$ cat src/rtl/core/rrlbs_pkg.sv
`timescale 1ns / 1ps

package rrlbs_pkg;

    // Width of the hold counter and of both timing registers.
    localparam int unsigned HOLD_BITS = 10;

    // Input word widths.
    localparam int unsigned MODE_BITS  = 2;
    localparam int unsigned INDEX_BITS = 4;
    localparam int unsigned TIMES_BITS = 8;

    // Output word widths.
    localparam int unsigned LEVEL_OUT_BITS = 3;
    localparam int unsigned LED_OUT_BITS   = 2;

    // Reset values of the timing registers.
    localparam logic [HOLD_BITS-1:0] SHORT_HOLD_RESET  = 10'd10;
    localparam logic [HOLD_BITS-1:0] BLINK_PHASE_RESET = 10'd300;

    // Configuration register indexes.
    localparam logic CFG_SHORT_HOLD  = 1'b0;
    localparam logic CFG_BLINK_PHASE = 1'b1;

    // Kind of input word.
    typedef enum logic [MODE_BITS-1:0] {
        MODE_TICK      = 2'd0,
        MODE_SET_OFF   = 2'd1,
        MODE_SET_ON    = 2'd2,
        MODE_SET_BLINK = 2'd3
    } t_item_mode;

    // What the sequencer does with one LED.
    typedef enum logic [1:0] {
        LED_OFF         = 2'd0,
        LED_ON          = 2'd1,
        LED_BLINK_START = 2'd2,
        LED_BLINKING    = 2'd3
    } t_led_mode;

    // Control of one accepted word, from the handshake side to the engine.
    typedef struct packed {
        logic                  fire;
        t_item_mode            mode;
        logic [INDEX_BITS-1:0] led_index;
    } t_item_ctl;

endpackage

$ cat src/rtl/core/rrlbs_engine.sv
`timescale 1ns / 1ps

module rrlbs_engine
    import rrlbs_pkg::*;
#(
    parameter int unsigned NUM_LEDS   = 3,
    parameter int unsigned COUNT_BITS = 8,
    localparam int unsigned CUR_BITS  = (NUM_LEDS > 1) ? $clog2(NUM_LEDS) : 1
) (
    input  logic                  i_clk,
    input  logic                  i_rst_n,
    input  t_item_ctl             i_ctl,
    input  logic [TIMES_BITS-1:0] i_blink_times,
    input  logic [HOLD_BITS-1:0]  i_short_hold,
    input  logic [HOLD_BITS-1:0]  i_blink_phase,
    output logic [NUM_LEDS-1:0]   o_next_levels,
    output logic [CUR_BITS-1:0]   o_next_led,
    output logic                  o_next_rejected
);

    // Blink count as stored: kept to COUNT_BITS bits.
    localparam int unsigned TIMES_KEEP = (COUNT_BITS < TIMES_BITS) ? COUNT_BITS : TIMES_BITS;

    t_led_mode             r_led_mode   [NUM_LEDS];
    logic [COUNT_BITS-1:0] r_target     [NUM_LEDS];
    logic [COUNT_BITS-1:0] r_left       [NUM_LEDS];
    logic [NUM_LEDS-1:0]   r_phase_on;
    logic [CUR_BITS-1:0]   r_cur;
    logic [HOLD_BITS-1:0]  r_hold;
    logic [NUM_LEDS-1:0]   r_levels;

    t_led_mode             n_led_mode   [NUM_LEDS];
    logic [COUNT_BITS-1:0] n_target     [NUM_LEDS];
    logic [COUNT_BITS-1:0] n_left       [NUM_LEDS];
    logic [NUM_LEDS-1:0]   n_phase_on;
    logic [CUR_BITS-1:0]   n_cur;
    logic [HOLD_BITS-1:0]  n_hold;
    logic [NUM_LEDS-1:0]   n_levels;
    logic                  n_rejected;

    logic [COUNT_BITS-1:0] times;
    logic [CUR_BITS-1:0]   cmd_led;
    logic                  out_of_range;
    logic                  advance;

    assign times        = COUNT_BITS'(i_blink_times[TIMES_KEEP-1:0]);
    assign cmd_led      = i_ctl.led_index[CUR_BITS-1:0];
    assign out_of_range = {1'b0, i_ctl.led_index} >= (INDEX_BITS + 1)'(NUM_LEDS);

    // Next state: a tick runs the sequencer; a command sets a mode or is rejected.
    always_comb begin
        n_led_mode = r_led_mode;
        n_target   = r_target;
        n_left     = r_left;
        n_phase_on = r_phase_on;
        n_cur      = r_cur;
        n_hold     = r_hold;
        n_levels   = r_levels;
        n_rejected = 1'b0;
        advance    = 1'b0;

        if (i_ctl.mode == MODE_TICK) begin
            if (n_hold != '0) begin
                n_hold = n_hold - 1'b1;
            end
            // Serve the current LED once the hold has run out.
            if (n_hold == '0) begin
                unique case (r_led_mode[r_cur])
                    LED_OFF: begin
                        n_levels[r_cur] = 1'b0;
                        n_hold          = i_short_hold;
                        advance         = 1'b1;
                    end
                    LED_ON: begin
                        n_levels[r_cur] = 1'b1;
                        n_hold          = i_short_hold;
                        advance         = 1'b1;
                    end
                    LED_BLINK_START: begin
                        if (r_target[r_cur] == '0) begin
                            n_levels[r_cur] = 1'b0;
                            n_hold          = i_short_hold;
                            advance         = 1'b1;
                        end else begin
                            n_led_mode[r_cur] = LED_BLINKING;
                            n_left[r_cur]     = r_target[r_cur];
                            n_phase_on[r_cur] = 1'b1;
                            n_levels[r_cur]   = 1'b1;
                            n_hold            = i_blink_phase;
                        end
                    end
                    LED_BLINKING: begin
                        if (!r_phase_on[r_cur]) begin
                            n_phase_on[r_cur] = 1'b1;
                            n_levels[r_cur]   = 1'b1;
                        end else begin
                            n_phase_on[r_cur] = 1'b0;
                            n_levels[r_cur]   = 1'b0;
                            // The off phase of the last blink ends the blink.
                            if (r_left[r_cur] <= COUNT_BITS'(1)) begin
                                n_left[r_cur]     = '0;
                                n_led_mode[r_cur] = LED_BLINK_START;
                                advance           = 1'b1;
                            end else begin
                                n_left[r_cur] = r_left[r_cur] - 1'b1;
                            end
                        end
                        n_hold = i_blink_phase;
                    end
                    default: begin
                        n_hold = i_short_hold;
                    end
                endcase
                if (advance) begin
                    n_cur = (r_cur == CUR_BITS'(NUM_LEDS - 1)) ? '0 : r_cur + 1'b1;
                end
            end
        end else if (out_of_range) begin
            n_rejected = 1'b1;
        end else begin
            case (i_ctl.mode)
                MODE_SET_OFF: begin
                    n_led_mode[cmd_led] = LED_OFF;
                    n_phase_on[cmd_led] = 1'b0;
                    n_target[cmd_led]   = '0;
                end
                MODE_SET_ON: begin
                    n_led_mode[cmd_led] = LED_ON;
                    n_phase_on[cmd_led] = 1'b1;
                    n_target[cmd_led]   = '0;
                end
                default: begin
                    n_led_mode[cmd_led] = LED_BLINK_START;
                    n_phase_on[cmd_led] = 1'b0;
                    n_target[cmd_led]   = times;
                end
            endcase
        end
    end

    // Sequencer state register, updated on every accepted word.
    always_ff @(posedge i_clk) begin
        if (!i_rst_n) begin
            for (int i = 0; i < NUM_LEDS; i++) begin
                r_led_mode[i] <= LED_OFF;
                r_target[i]   <= '0;
                r_left[i]     <= '0;
            end
            r_phase_on <= '0;
            r_cur      <= '0;
            r_hold     <= '0;
            r_levels   <= '0;
        end else if (i_ctl.fire) begin
            r_led_mode <= n_led_mode;
            r_target   <= n_target;
            r_left     <= n_left;
            r_phase_on <= n_phase_on;
            r_cur      <= n_cur;
            r_hold     <= n_hold;
            r_levels   <= n_levels;
        end
    end

    assign o_next_levels   = n_levels;
    assign o_next_led      = n_cur;
    assign o_next_rejected = n_rejected;

endmodule

$ cat src/rtl/core/round_robin_led_blink_sequencer_unit.sv
`timescale 1ns / 1ps
// Channel   Direction  Handshake          Payload
// input     in         i_valid / o_ready  i_mode, i_led_index, i_blink_times
// result    out        o_valid / i_ready  o_led_levels, o_serving_led, o_command_rejected
// config    in         i_cfg_we           i_cfg_index, i_cfg_data
//
// One word is accepted every cycle unless the result register stalls; its result is
// registered and shows in the next cycle; the sequencer state register updates per word.
// Reset is synchronous: all LEDs off, LED 0 served first, timing registers at defaults.
// While a result waits, a new word is taken only in the cycle the result is taken.

module round_robin_led_blink_sequencer_unit
    import rrlbs_pkg::*;
#(
    parameter int unsigned NUM_LEDS   = 3,
    parameter int unsigned COUNT_BITS = 8
) (
    input  logic                      i_clk,
    input  logic                      i_rst_n,
    input  logic                      i_valid,
    output logic                      o_ready,
    input  logic [MODE_BITS-1:0]      i_mode,
    input  logic [INDEX_BITS-1:0]     i_led_index,
    input  logic [TIMES_BITS-1:0]     i_blink_times,
    output logic                      o_valid,
    input  logic                      i_ready,
    output logic [LEVEL_OUT_BITS-1:0] o_led_levels,
    output logic [LED_OUT_BITS-1:0]   o_serving_led,
    output logic                      o_command_rejected,
    input  logic                      i_cfg_we,
    input  logic                      i_cfg_index,
    input  logic [HOLD_BITS-1:0]      i_cfg_data
);

    localparam int unsigned CUR_BITS = (NUM_LEDS > 1) ? $clog2(NUM_LEDS) : 1;

    logic [HOLD_BITS-1:0]      r_short_hold;
    logic [HOLD_BITS-1:0]      r_blink_phase;
    logic                      r_valid;
    logic [LEVEL_OUT_BITS-1:0] r_levels;
    logic [LED_OUT_BITS-1:0]   r_led;
    logic                      r_rejected;

    t_item_ctl                   ctl;
    logic [NUM_LEDS-1:0]         next_levels;
    logic [CUR_BITS-1:0]         next_led;
    logic                        next_rejected;
    logic [NUM_LEDS+LEVEL_OUT_BITS-1:0] levels_ext;
    logic [CUR_BITS+LED_OUT_BITS-1:0]   led_ext;

    // The output register is free, or is emptied in this cycle.
    assign o_ready = !r_valid || i_ready;

    assign ctl.fire      = i_valid && o_ready;
    assign ctl.mode      = t_item_mode'(i_mode);
    assign ctl.led_index = i_led_index;

    // Configuration registers.
    always_ff @(posedge i_clk) begin
        if (!i_rst_n) begin
            r_short_hold  <= SHORT_HOLD_RESET;
            r_blink_phase <= BLINK_PHASE_RESET;
        end else if (i_cfg_we) begin
            case (i_cfg_index)
                CFG_SHORT_HOLD:  r_short_hold  <= i_cfg_data;
                default:         r_blink_phase <= i_cfg_data;
            endcase
        end
    end

    rrlbs_engine #(
        .NUM_LEDS   (NUM_LEDS),
        .COUNT_BITS (COUNT_BITS)
    ) u_engine (
        .i_clk           (i_clk),
        .i_rst_n         (i_rst_n),
        .i_ctl           (ctl),
        .i_blink_times   (i_blink_times),
        .i_short_hold    (r_short_hold),
        .i_blink_phase   (r_blink_phase),
        .o_next_levels   (next_levels),
        .o_next_led      (next_led),
        .o_next_rejected (next_rejected)
    );

    // Fit the internal widths to the fixed output fields.
    assign levels_ext = {{LEVEL_OUT_BITS{1'b0}}, next_levels};
    assign led_ext    = {{LED_OUT_BITS{1'b0}}, next_led};

    // Result register.
    always_ff @(posedge i_clk) begin
        if (!i_rst_n) begin
            r_valid <= 1'b0;
        end else if (ctl.fire) begin
            r_valid <= 1'b1;
        end else if (i_ready) begin
            r_valid <= 1'b0;
        end
    end

    always_ff @(posedge i_clk) begin
        if (ctl.fire) begin
            r_levels   <= levels_ext[LEVEL_OUT_BITS-1:0];
            r_led      <= led_ext[LED_OUT_BITS-1:0];
            r_rejected <= next_rejected;
        end
    end

    assign o_valid            = r_valid;
    assign o_led_levels       = r_levels;
    assign o_serving_led      = r_led;
    assign o_command_rejected = r_rejected;

endmodule

$ cat config.mk
export PLATFORM = sky130hd
export DESIGN_NAME = round_robin_led_blink_sequencer_unit
export DESIGN_NICKNAME = d
export VERILOG_FILES = /design/src/rtl/core/rrlbs_pkg.sv /design/src/rtl/core/rrlbs_engine.sv /design/src/rtl/core/round_robin_led_blink_sequencer_unit.sv
export SDC_FILE = /design/constraint.sdc
export NUM_CORES = 1
export LEC_CHECK = 0
export BUFFER_PORTS_ARGS = -buffer_cell sky130_fd_sc_hd__buf_2
export CAP_MARGIN = 20
export CORE_UTILIZATION = 50
export DETAILED_ROUTE_END_ITERATION = 6
export PLACE_DENSITY = 0.68
export SYNTH_ARGS = -nofsm -noshare
export SYNTH_HDL_FRONTEND = slang
export SYNTH_HIERARCHICAL = 1
export SYNTH_SLANG_ARGS = --single-unit
$ cat constraint.sdc
create_clock -name i_clk -period 3.55 [get_ports i_clk]
set_clock_uncertainty 0.1 [all_clocks]
set_input_delay 0.71 -clock i_clk [delete_from_list [all_inputs] [get_ports i_clk]]
set_output_delay 0.71 -clock i_clk [all_outputs]
set_load 0.005 [all_outputs]
# After elaboration in Yosys (flattened, before gate mapping)
# Index checks and enable logic that the tools add are counted.
[word_totals] register_bits=99 latchBits=0 mem_bits_rw=0 romBits=0 out_inout_bits=8 word_cells=167 mem_count=0
[classes] add_sub_neg=3 n_mul=0 div_mod_pow=0 n_lt_le_gt_ge=10 n_eq_ne=14 n_shift=0 mux=69 n_bitwise=29 reduce_logical=23
[op_table] cell="$mux 24" count=4
[op_table] cell="$bwmux 24" count=3
[op_table] cell="$and 24x24->24" count=2
[op_table] cell="$mux 8" count=6
[op_table] cell="$not 24->24" count=2
[op_table] cell="$pmux 24 s2" count=1
[op_table] cell="$mux 10" count=4
[op_table] cell="$mux 6" count=6
[op_table] cell="$bmux 8 s2" count=2
[op_table] cell="$demux 8 s2" count=2
[op_table] cell="$mux 3" count=10
[op_table] cell="$pmux 10 s3" count=1
[op_table] cell="$pmux 6 s2" count=2
[op_table] cell="$and 3x3->3" count=6
[op_table] cell="$or 3x3->3" count=6
[op_table] cell="$mux 2" count=8
[op_table] cell="$not 3->3" count=5
[op_table] cell="$ne 3x3->1 const B" count=4
[op_table] cell="$pmux 3 s4" count=1
[op_table] cell="$mux 1" count=11
[op_table] cell="$logic_not 10->1" count=1
[op_table] cell="$reduce_bool 10->1" count=1
[op_table] cell="$sub 10x1->10 const B" count=1
[op_table] cell="$demux 2 s2" count=2
[op_table] cell="34 further kinds" count=57

# Logic depth before layout (Yosys ltp)
# Gate-level depths: netlist of the first run.
[logic_depth] word_depth=13 mapped_depth=14 mapped_depth_nobuf=10

# Cells and area by module
# Netlist of the first run, hierarchy kept.
[by_module_without_submodules] mod="rrlbs_engine" instances=1 cells_per_inst=558 area_each_um2=4449.3 seq_area_each_um2=1441.4
[by_module_without_submodules] mod="round_robin_led_blink_sequencer_unit" instances=1 cells_per_inst=93 area_each_um2=1001.0 seq_area_each_um2=600.6

# Worst setup path before layout of the first run
# No wires, ideal clock.
[synth_timing] path_kind="register to register" startpoint="reg u_engine.r_cur[1]" endpoint="reg r_led[1] (netlist: o_serving_led[1]), data pin" arrival_ns=2.474 t_required_ns=3.188 slack_ns=0.714 stages_incl_launch_ff=12 cell_sequence="dfxtp_1 -> clkbuf_1 -> clkbuf_1 -> nor2_1 -> a21oi_1 -> ha_1 -> nor2_1 -> nor3_1 -> nand3_1 -> o21ai_1 -> nand2_1 -> mux2_1"
[synth_via] elab_chain_len=13 elab_cells_between_ends=31 cone_classes="1 x add/sub; 1 x order compare; 4 x eq/ne; 21 x mux; 1 x bitwise; 3 x reduce/logical"
[synth_rtl] element="from (decl)" line_no="rrlbs_engine.sv:28" source="logic [CUR_BITS-1:0] r_cur;"
[synth_rtl] element="from (signal assigned)" line_no="rrlbs_engine.sv:158" source="r_cur <= n_cur;"
[synth_rtl] element="$not 2->3 (implied by the code)" line_no="rrlbs_engine.sv:68, rrlbs_engine.sv:80, rrlbs_engine.sv:100"
[synth_rtl] element="$bmux 8 s2" line_no="rrlbs_engine.sv:100" source="if (r_left[r_cur] <= COUNT_BITS'(1)) begin"
[synth_rtl] element="$mux 8 (implied by the code) (2 in a row)" line_no="rrlbs_engine.sv:100"
[synth_rtl] element="$le 8x1->1" line_no="rrlbs_engine.sv:100"
[synth_rtl] element="$mux 1" line_no="rrlbs_engine.sv:100"
[synth_rtl] element="$mux 1" line_no="rrlbs_engine.sv:93" source="if (!r_phase_on[r_cur]) begin"
[synth_rtl] element="$pmux 1 s3" line_no="rrlbs_engine.sv:68" source="unique case (r_led_mode[r_cur])"
[synth_rtl] element="$mux 1" line_no="rrlbs_engine.sv:67" source="if (n_hold == '0) begin"
[synth_rtl] element="$mux 1" line_no="rrlbs_engine.sv:62" source="if (i_ctl.mode == MODE_TICK) begin"
[synth_rtl] element="$mux 2" line_no="rrlbs_engine.sv:114" source="if (advance) begin"
[synth_rtl] element="$mux 2" line_no="rrlbs_engine.sv:67"
[synth_rtl] element="$mux 2 *" line_no="rrlbs_engine.sv:62"
[synth_rtl] element="named net next_led[1]" line_no="round_robin_led_blink_sequencer_unit.sv:46" source="logic [CUR_BITS-1:0] next_led;"
[synth_rtl] element="to (signal assigned)" line_no="round_robin_led_blink_sequencer_unit.sv:104" source="r_led <= led_ext[LED_OUT_BITS-1:0];"
[synth_rtl] element="to (decl)" line_no="round_robin_led_blink_sequencer_unit.sv:41" source="logic [LED_OUT_BITS-1:0] r_led;"
# Mark *: on every way through the listed nets, which the timed path passes. The rest lies on a longest branch. The select of a mux whose other input is x is not followed.
# A chain may end at the register's enable or synchronous reset.

# Worst setup path in the final report of the first run
[layout_timing] startpoint="reg u_engine.r_hold[0]" endpoint="reg r_led[1] (netlist: o_serving_led[1]), data pin"
[layout_via] elab_chain_len=6 elab_cells_between_ends=7 cone_classes="1 x add/sub; 4 x mux; 2 x reduce/logical"
[layout_rtl] element="from (decl)" line_no="rrlbs_engine.sv:29" source="logic [HOLD_BITS-1:0] r_hold;"
[layout_rtl] element="from (signal assigned)" line_no="rrlbs_engine.sv:159" source="r_hold <= n_hold;"
[layout_rtl] element="$sub 10x1->10 / $reduce_bool 10->1 (equally long branches)" line_no="rrlbs_engine.sv:64, rrlbs_engine.sv:63"
[layout_rtl] element="$mux 10 *" line_no="rrlbs_engine.sv:63" source="if (n_hold != '0) begin"
[layout_rtl] element="$mux 10 *" line_no="rrlbs_engine.sv:62"
[layout_rtl] element="$logic_not 10->1 *" line_no="rrlbs_engine.sv:67"
[layout_rtl] element="$mux 2 *" line_no="rrlbs_engine.sv:67"
[layout_rtl] element="$mux 2 *" line_no="rrlbs_engine.sv:62"
[layout_rtl] element="named net next_led[1]" line_no="round_robin_led_blink_sequencer_unit.sv:46"
# Marked as above.

==> flow_summary.json, run 1 <==
{
  "synth_cells": 651,
  "critPathCaptureType": "register",
  "powerDensity_mw_per_mm2": 475.3,
  "first_global_vias": 4592,
  "clock_buffer_count_from_cts": 9,
  "min-delay-path-class": "reg -> reg",
  "flip_flop_and_latch_count_after_synthesis": 99,
  "syn-mean-instance-area_sq_um": 8.372,
  "root_buffer_master": "sky130_fd_sc_hd__clkbuf_8",
  "routed-via-count": 4841,
  "synth_area_sq_mm": 0.005450,
  "chipWidth_um": 106.4,
  "timing.critical_path.required_ns": 3.59,
  "slew-limit-headroom": 0.4689,
  "r2r_end": "o_serving_led[1]$_DFFE_PP_",
  "crit-reg2reg-launch": "u_engine/r_hold[0]$_SDFFE_PN0P_",
  "ys_async_sr_fraction": 0,
  "hold_depth": 2,
  "insertedDiodeCount": 0,
  "flow.area_growth_from_synthesis_pct": 8.701,
  "most_common_cell_after_layout_fill_and_taps_aside": "sky130_fd_sc_hd__dfxtp_1",
  "grt_remaining_overflow": 0,
  "buffer_ports.inserted": 37,
  "yosysWarningCount": 6,
  "most-common-layout-cells": "93 x sky130_fd_sc_hd__dfxtp_1, 86 x sky130_fd_sc_hd__nand2_1, 66 x sky130_fd_sc_hd__mux2i_1",
  "drt_pass1_iterations": 5,
  "setup_repair_after_global_routing_missed_its_margin": "false",
  "drt_iter0_markers": 258,
  "grt_first_pass_wirelength_mm": 22.23,
  "area_inside_the_core_boundary_sq_mm": 0.01046,
  "placementRows": 37,
  "worst-path-max-fanout": 11,
  "cts.hold.buffers_added": 0,
  "ff2ff_setup_slack_ns": 0.30,
  "clock_tree.buffer_depth": 2,
  "grt_max_degree": 83,
  "viasPerCell": 5.947,
  "synth_enable_flop_cells": 6,
  "htree_num_levels": 3,
  "die_h_um": 106.4,
  "dieArea_sq_mm": 0.01132,
  "antenna_violations_before_repair": 0,
  "drv_slew": 0,
  "sequential_cell_area_fraction_in_the_yosys_report": 0.3747,
  "drc": 0,
  "clkSlewWorstSetupHoldPaths_ns": 0.10,
  "holdPathEnd": "r_blink_phase[1]$_SDFFE_PN0P_",
  "register_area_sq_mm": 0.002042,
  "drt-wirelength-per-cell_um": 16.25,
  "start_kind": "register",
  "finalSetupTns_ns": 0,
  "min-delay-start": "r_blink_phase[1]$_SDFFE_PN0P_",
  "leakagePower_uw": 0.002264,
  "critPathArrivalTime_ns": 3.28,
  "floorplan.io_pins": 38,
  "ff2ff_path_depth": 9,
  "route.final.wire_length_mm": 13.23,
  "ctsResizeCount": 0,
  "dominantRegCellSynth": "sky130_fd_sc_hd__dfxtp_1",
  "initial_utilization": 0.5209,
  "multi_input_area_sq_mm": 0.003148,
  "timing_hold_violations_final": 0,
  "grt.total_usage": 0.2459,
  "ant_nets": 0,
  "totalPowerFinal_uw": 2816,
  "drv.max_cap_violation_count": 0,
  "layout_worst_path_cycle_share": 0.9144,
  "netlist-cell-type-count": 71,
  "worst_ir_drop_vdd_v": 0.0002818,
  "max_freq_mhz": 308.1,
  "routabilityCongestion": 0.8503,
  "nNetsFinal": 709,
  "layout-drive-gt1-share": 0.1431,
  "outcome": "completed",
  "tritoncts": "built",
  "criticalPathCategory": "reg -> reg",
  "clock_latency_ns": 0.38,
  "min_period_ns": 3.246,
  "final.fill_count": 992,
  "timing_worst_slew_pin_value_ns": 0.7966,
  "postSynthNetCount": 687,
  "post-dp-hpwl_mm": 9.450,
  "cts.sinks": 99,
  "setup_viol": 0
}
logic make-up after synthesis:
logic type                 after synthesis  share of synthesized area
buffers and inverters                   61                    0.04821
muxes                                   74                     0.1377
xor gates and xnor gates                 5                   0.008035
AOI/OAI and AO/OA                      161                     0.2018
adders and majority gates                6                    0.01377
and+or+nand+nor                        245                     0.2158
DFF                                     99                     0.3747
per-stage QoR:
| stage | instance area, sq um | instances | hold WS [ns] | utilization | setup WS, ns |
|---|---|---|---|---|---|
| 3_3_place_gp | 5748 | 797 | 0.3348 | 0.5494 | 0.3674 |
| 3_5_place_dp | 5748 | 797 | 0.3452 | 0.5494 | 0.3109 |
| 5_1_grt | 5924 | 814 | 0.3782 | 0.5663 | 0.03537 |
| 2_1_floorplan | 5450 | 651 | 0.3249 | - | 0.7137 |
| 6_report | 5924 | 814 | 0.3557 | 0.5663 | 0.3039 |
| 4_1_cts | 5917 | 813 | 0.3590 | 0.5655 | 0.2895 |
layout make-up:
cell class,instances,share of cell area
flip-flops and latches,99,0.3447
inverters,14,0.008870
multi-input cells,491,0.5314
clock buffers,10,0.02154
repair buffers,58,0.05787
well taps,136,0.02872
clock inverters,6,0.006969
power by group:
group	switching [uW]	internal (uW)	leakage (uW)	total, uW
Sequential	53.5	1180	0.000813	1240
Clock	402	255	0.0000787	657
Combinational	537	387	0.00137	923
Total	992	1820	0.00226	2820
critical path, cell delays in order, from the launching register on:
cell and delay [ns]:
sky130_fd_sc_hd__dfxtp_1 0.37, sky130_fd_sc_hd__inv_1 0.11, sky130_fd_sc_hd__ha_1 0.36, sky130_fd_sc_hd__or3b_2 0.52, sky130_fd_sc_hd__o21ai_1 0.15, sky130_fd_sc_hd__o211ai_1 0.12
sky130_fd_sc_hd__nor4_2 0.46, sky130_fd_sc_hd__and2_1 0.36, sky130_fd_sc_hd__nand2_1 0.13, sky130_fd_sc_hd__mux2_1 0.33
registers in the layout (all words and copies together) (netlist names), named ones only:
signal               count
u_engine/r_levels        3
u_engine/r_left         24
r_blink_phase           10
u_engine/r_hold         10
o_command_rejected       1
u_engine/r_cur           2
o_led_levels             3
o_valid                  1
u_engine/r_led_mode      3
r_short_hold            10
u_engine/r_target       24
o_serving_led            2
per-layer routing:
metal,routed length [um],track usage
met5,0,0
met4,165,0.07540
met3,541,0.04537
met2,5966,0.3859
met1,6555,0.3414
cells in the mapped netlist (all sizes together) (9+ instances only):
cell,number,area share
dfxtp,93,0.34
nand2,86,0.059
mux2i,66,0.12
nor2,52,0.036
o21ai,42,0.039
a21oi,33,0.030
nand3,32,0.030
clkbuf,30,0.021
nor2b,19,0.022
buf,17,0.018
inv,14,0.0096
o2bb2ai,14,0.022
nor3,11,0.010
o211ai,9,0.012
worst max-delay path by stage:
stage                                 endpoint  cells after the start  slack, ns                       startpoint
6_report            o_serving_led[1]$_DFFE_PP_                      9       0.30  u_engine/r_hold[0]$_SDFFE_PN0P_
5_1_grt             o_serving_led[0]$_DFFE_PP_                      9       0.04  u_engine/r_hold[0]$_SDFFE_PN0P_
4_1_cts        u_engine/r_left[1]$_SDFFE_PN0P_                     10       0.29  u_engine/r_hold[0]$_SDFFE_PN0P_
3_5_place_dp   u_engine/r_left[1]$_SDFFE_PN0P_                     10       0.31  u_engine/r_hold[0]$_SDFFE_PN0P_
3_3_place_gp   u_engine/r_left[4]$_SDFFE_PN0P_                     10       0.37  u_engine/r_hold[0]$_SDFFE_PN0P_
2_1_floorplan       o_serving_led[1]$_DFFE_PP_                     11       0.71   u_engine/r_cur[1]$_SDFFE_PN0P_
what timing repair did:
action                                 in CTS  in global routing
setup endpoints to repair                   0                  7
setup buffers                               0                  1
endpoints found under the hold margin       0                  0
(Power assumes the default switching activity.)
==> run 2: changes to the inputs <==
--- a/config.mk
+++ b/config.mk
@@ -7,9 +7,9 @@
 export LEC_CHECK = 0
 export BUFFER_PORTS_ARGS = -buffer_cell sky130_fd_sc_hd__buf_2
 export CAP_MARGIN = 20
-export CORE_UTILIZATION = 50
+export CORE_UTILIZATION = 40
 export DETAILED_ROUTE_END_ITERATION = 6
-export PLACE_DENSITY = 0.68
+export PLACE_DENSITY = 0.57
 export SYNTH_ARGS = -nofsm -noshare
 export SYNTH_HDL_FRONTEND = slang
 export SYNTH_HIERARCHICAL = 1
==> constraint.sdc (replaced) <==
create_clock -name i_clk -period 3.7 [get_ports i_clk]
set_clock_uncertainty 0.1 [all_clocks]
set_input_delay 0.74 -clock i_clk [delete_from_list [all_inputs] [get_ports i_clk]]
set_output_delay 0.74 -clock i_clk [all_outputs]
set_load 0.005 [all_outputs]
==> run 2 against run 1 <==
Effect of this change:
- wire length up 2.0%
- combinational power down 5.1%
- final area up 3.4%
- count of clock-buffer cells in the layout up 2
- utilization down 10 points
- non-clock buffer count down 3
- maximum frequency down 3.9%
==> flow_summary.json, run 2 (synthesis results as in run 1) <==
{
  "clock_latency_ns": 0.35,
  "timing.critical_path.required_ns": 3.69,
  "cts.sinks": 99,
  "antenna_violations_before_repair": 0,
  "buffer_ports.inserted": 37,
  "drc": 0,
  "drv.max_cap_violation_count": 0,
  "layout_top_registers": "u_engine/r_left: 24 flops, u_engine/r_target: 24 flops",
  "critPathCaptureType": "register",
  "layout-drive-gt1-share": 0.1407,
  "insertedDiodeCount": 0,
  "area_inside_the_core_boundary_sq_mm": 0.01324,
  "start_kind": "register",
  "routabilityCongestion": 0.8515,
  "smallest_setup_slack_after_layout_ns": 0.3223,
  "grt_max_degree": 64,
  "worst-path-max-fanout": 18,
  "cts.hold.buffers_added": 0,
  "clock_buffer_count_from_cts": 9,
  "flow.area_growth_from_synthesis_pct": 12.35,
  "viasPerCell": 5.655,
  "layout_worst_path_cycle_share": 0.9129,
  "slew-limit-headroom": 0.3575,
  "routed-via-count": 4812,
  "drv_slew": 0,
  "die_h_um": 118.7,
  "first_global_vias": 4549,
  "htree_num_levels": 3,
  "placementRows": 42,
  "timing_hold_violations_final": 0,
  "min-delay-path-class": "reg -> reg",
  "finalSetupTns_ns": 0,
  "grt.total_usage": 0.1992,
  "drt_iter0_markers": 317,
  "place_worst_setup_slack_ns": 0.3501,
  "post-dp-hpwl_mm": 9.683,
  "root_buffer_master": "sky130_fd_sc_hd__clkbuf_16",
  "most_common_cell_after_layout_fill_and_taps_aside": "sky130_fd_sc_hd__dfxtp_1",
  "clkSlewWorstSetupHoldPaths_ns": 0.07,
  "clock_tree.buffer_depth": 2,
  "ant_nets": 0,
  "drt_pass1_iterations": 5,
  "dieArea_sq_mm": 0.01410,
  "setup_viol": 0,
  "worst_ir_drop_vdd_v": 0.0002548,
  "most-common-layout-cells": "93 x sky130_fd_sc_hd__dfxtp_1, 86 x sky130_fd_sc_hd__nand2_1, 66 x sky130_fd_sc_hd__mux2i_1",
  "powerDensity_mw_per_mm2": 510.6,
  "drt-wirelength-per-cell_um": 15.85,
  "max_freq_mhz": 296.1,
  "setup_repair_after_global_routing_missed_its_margin": "false",
  "criticalPathCategory": "reg -> reg",
  "initial_utilization": 0.4116,
  "nNetsFinal": 706,
  "numPlacedInstances": 835,
  "grt_remaining_overflow": 0,
  "floorplan.io_pins": 38,
  "critPathArrivalTime_ns": 3.37,
  "timing_worst_slew_pin_value_ns": 0.9550,
  "grt_first_pass_wirelength_mm": 22.76,
  "outcome": "completed",
  "leakagePower_uw": 0.002339,
  "chipWidth_um": 118.7,
  "postCtsSetupBuffers": 0,
  "min_period_ns": 3.378,
  "route.final.wire_length_mm": 13.49,
  "ctsResizeCount": 0,
  "finalNonFillerCells": 851,
  "tritoncts": "built"
}
[run 2: cell count changes in the layout (fill, tap and decap cells not counted), sizes merged]
cell	before	now
clkbuf	10	12
clkinvlp	3	1
clkinv	2	1
bufinv	0	1
buf	58	55
[run 2: path summary, 6_finish.rpt]
| kind | from | endpoint | slack [ns] | depth (start not counted) |
|---|---|---|---|---|
| hold reg to reg | r_blink_phase[1]$_SDFFE_PN0P_ | r_blink_phase[1]$_SDFFE_PN0P_ | 0.35 | 2 |
| setup / recovery | u_engine/r_cur[0]$_SDFFE_PN0P_ | o_serving_led[1]$_DFFE_PP_ | 0.32 | 9 |
| setup reg to reg | u_engine/r_cur[0]$_SDFFE_PN0P_ | o_serving_led[1]$_DFFE_PP_ | 0.32 | 9 |
| hold / removal | r_blink_phase[1]$_SDFFE_PN0P_ | r_blink_phase[1]$_SDFFE_PN0P_ | 0.35 | 2 |
[run 2: area by class of cell]
cell class / count / area, sq um
Multi-Input combinational cell: 491 / 3148
Clock buffer: 12 / 289.0
Fill cell: 1332 / 7119
Clock inverter: 4 / 51.30
Tap cell: 176 / 220.2
Inverter: 14 / 52.55
Sequential cell: 99 / 2042
Timing Repair Buffer: 55 / 320.3
[run 2: layer usage]
metal | up-vias | GRT usage | part of all wire
li1 | 2390 | - | -
met1 | 2304 | 0.2846 | 0.51
met2 | 105 | 0.3023 | 0.44
met3 | 13 | 0.03958 | 0.039
met4 | 0 | 0.05617 | 0.011
met5 | - | 0 | 0
[run 2: power by group]
group | switching, uW | internal (uW) | leakage [uW]
Combinational | 510 | 366 | 0.00136
Clock | 427 | 627 | 0.000165
Sequential | 62.3 | 1130 | 0.000813
Total | 999 | 2130 | 0.00234
[run 2: metrics by stage]
| step | total power [uW] | utilization | hold WS, ns | cell area, sq um |
|---|---|---|---|---|
| after CTS | 3139 | 0.4624 | 0.3514 | 6123 |
| after global placement | 2088 | 0.4367 | 0.3384 | 5783 |
| after floorplan | 1854 | - | 0.3249 | 5450 |
| after detailed placement | 2082 | 0.4367 | 0.3394 | 5783 |
| after global routing | 3293 | 0.4624 | 0.3688 | 6123 |
| final | 3126 | 0.4624 | 0.3486 | 6123 |
[run 2: worst max-delay path, cell delays in order (launching register included)]
cell and delay (ns):
sky130_fd_sc_hd__dfxtp_1 0.58, sky130_fd_sc_hd__buf_4 0.31, sky130_fd_sc_hd__nor2b_2 0.07, sky130_fd_sc_hd__buf_4 0.20
sky130_fd_sc_hd__o2bb2ai_1 0.20, sky130_fd_sc_hd__nor4_1 0.84, sky130_fd_sc_hd__nand3_1 0.14, sky130_fd_sc_hd__o21ai_1 0.21
sky130_fd_sc_hd__nand2_1 0.11, sky130_fd_sc_hd__mux2_1 0.35
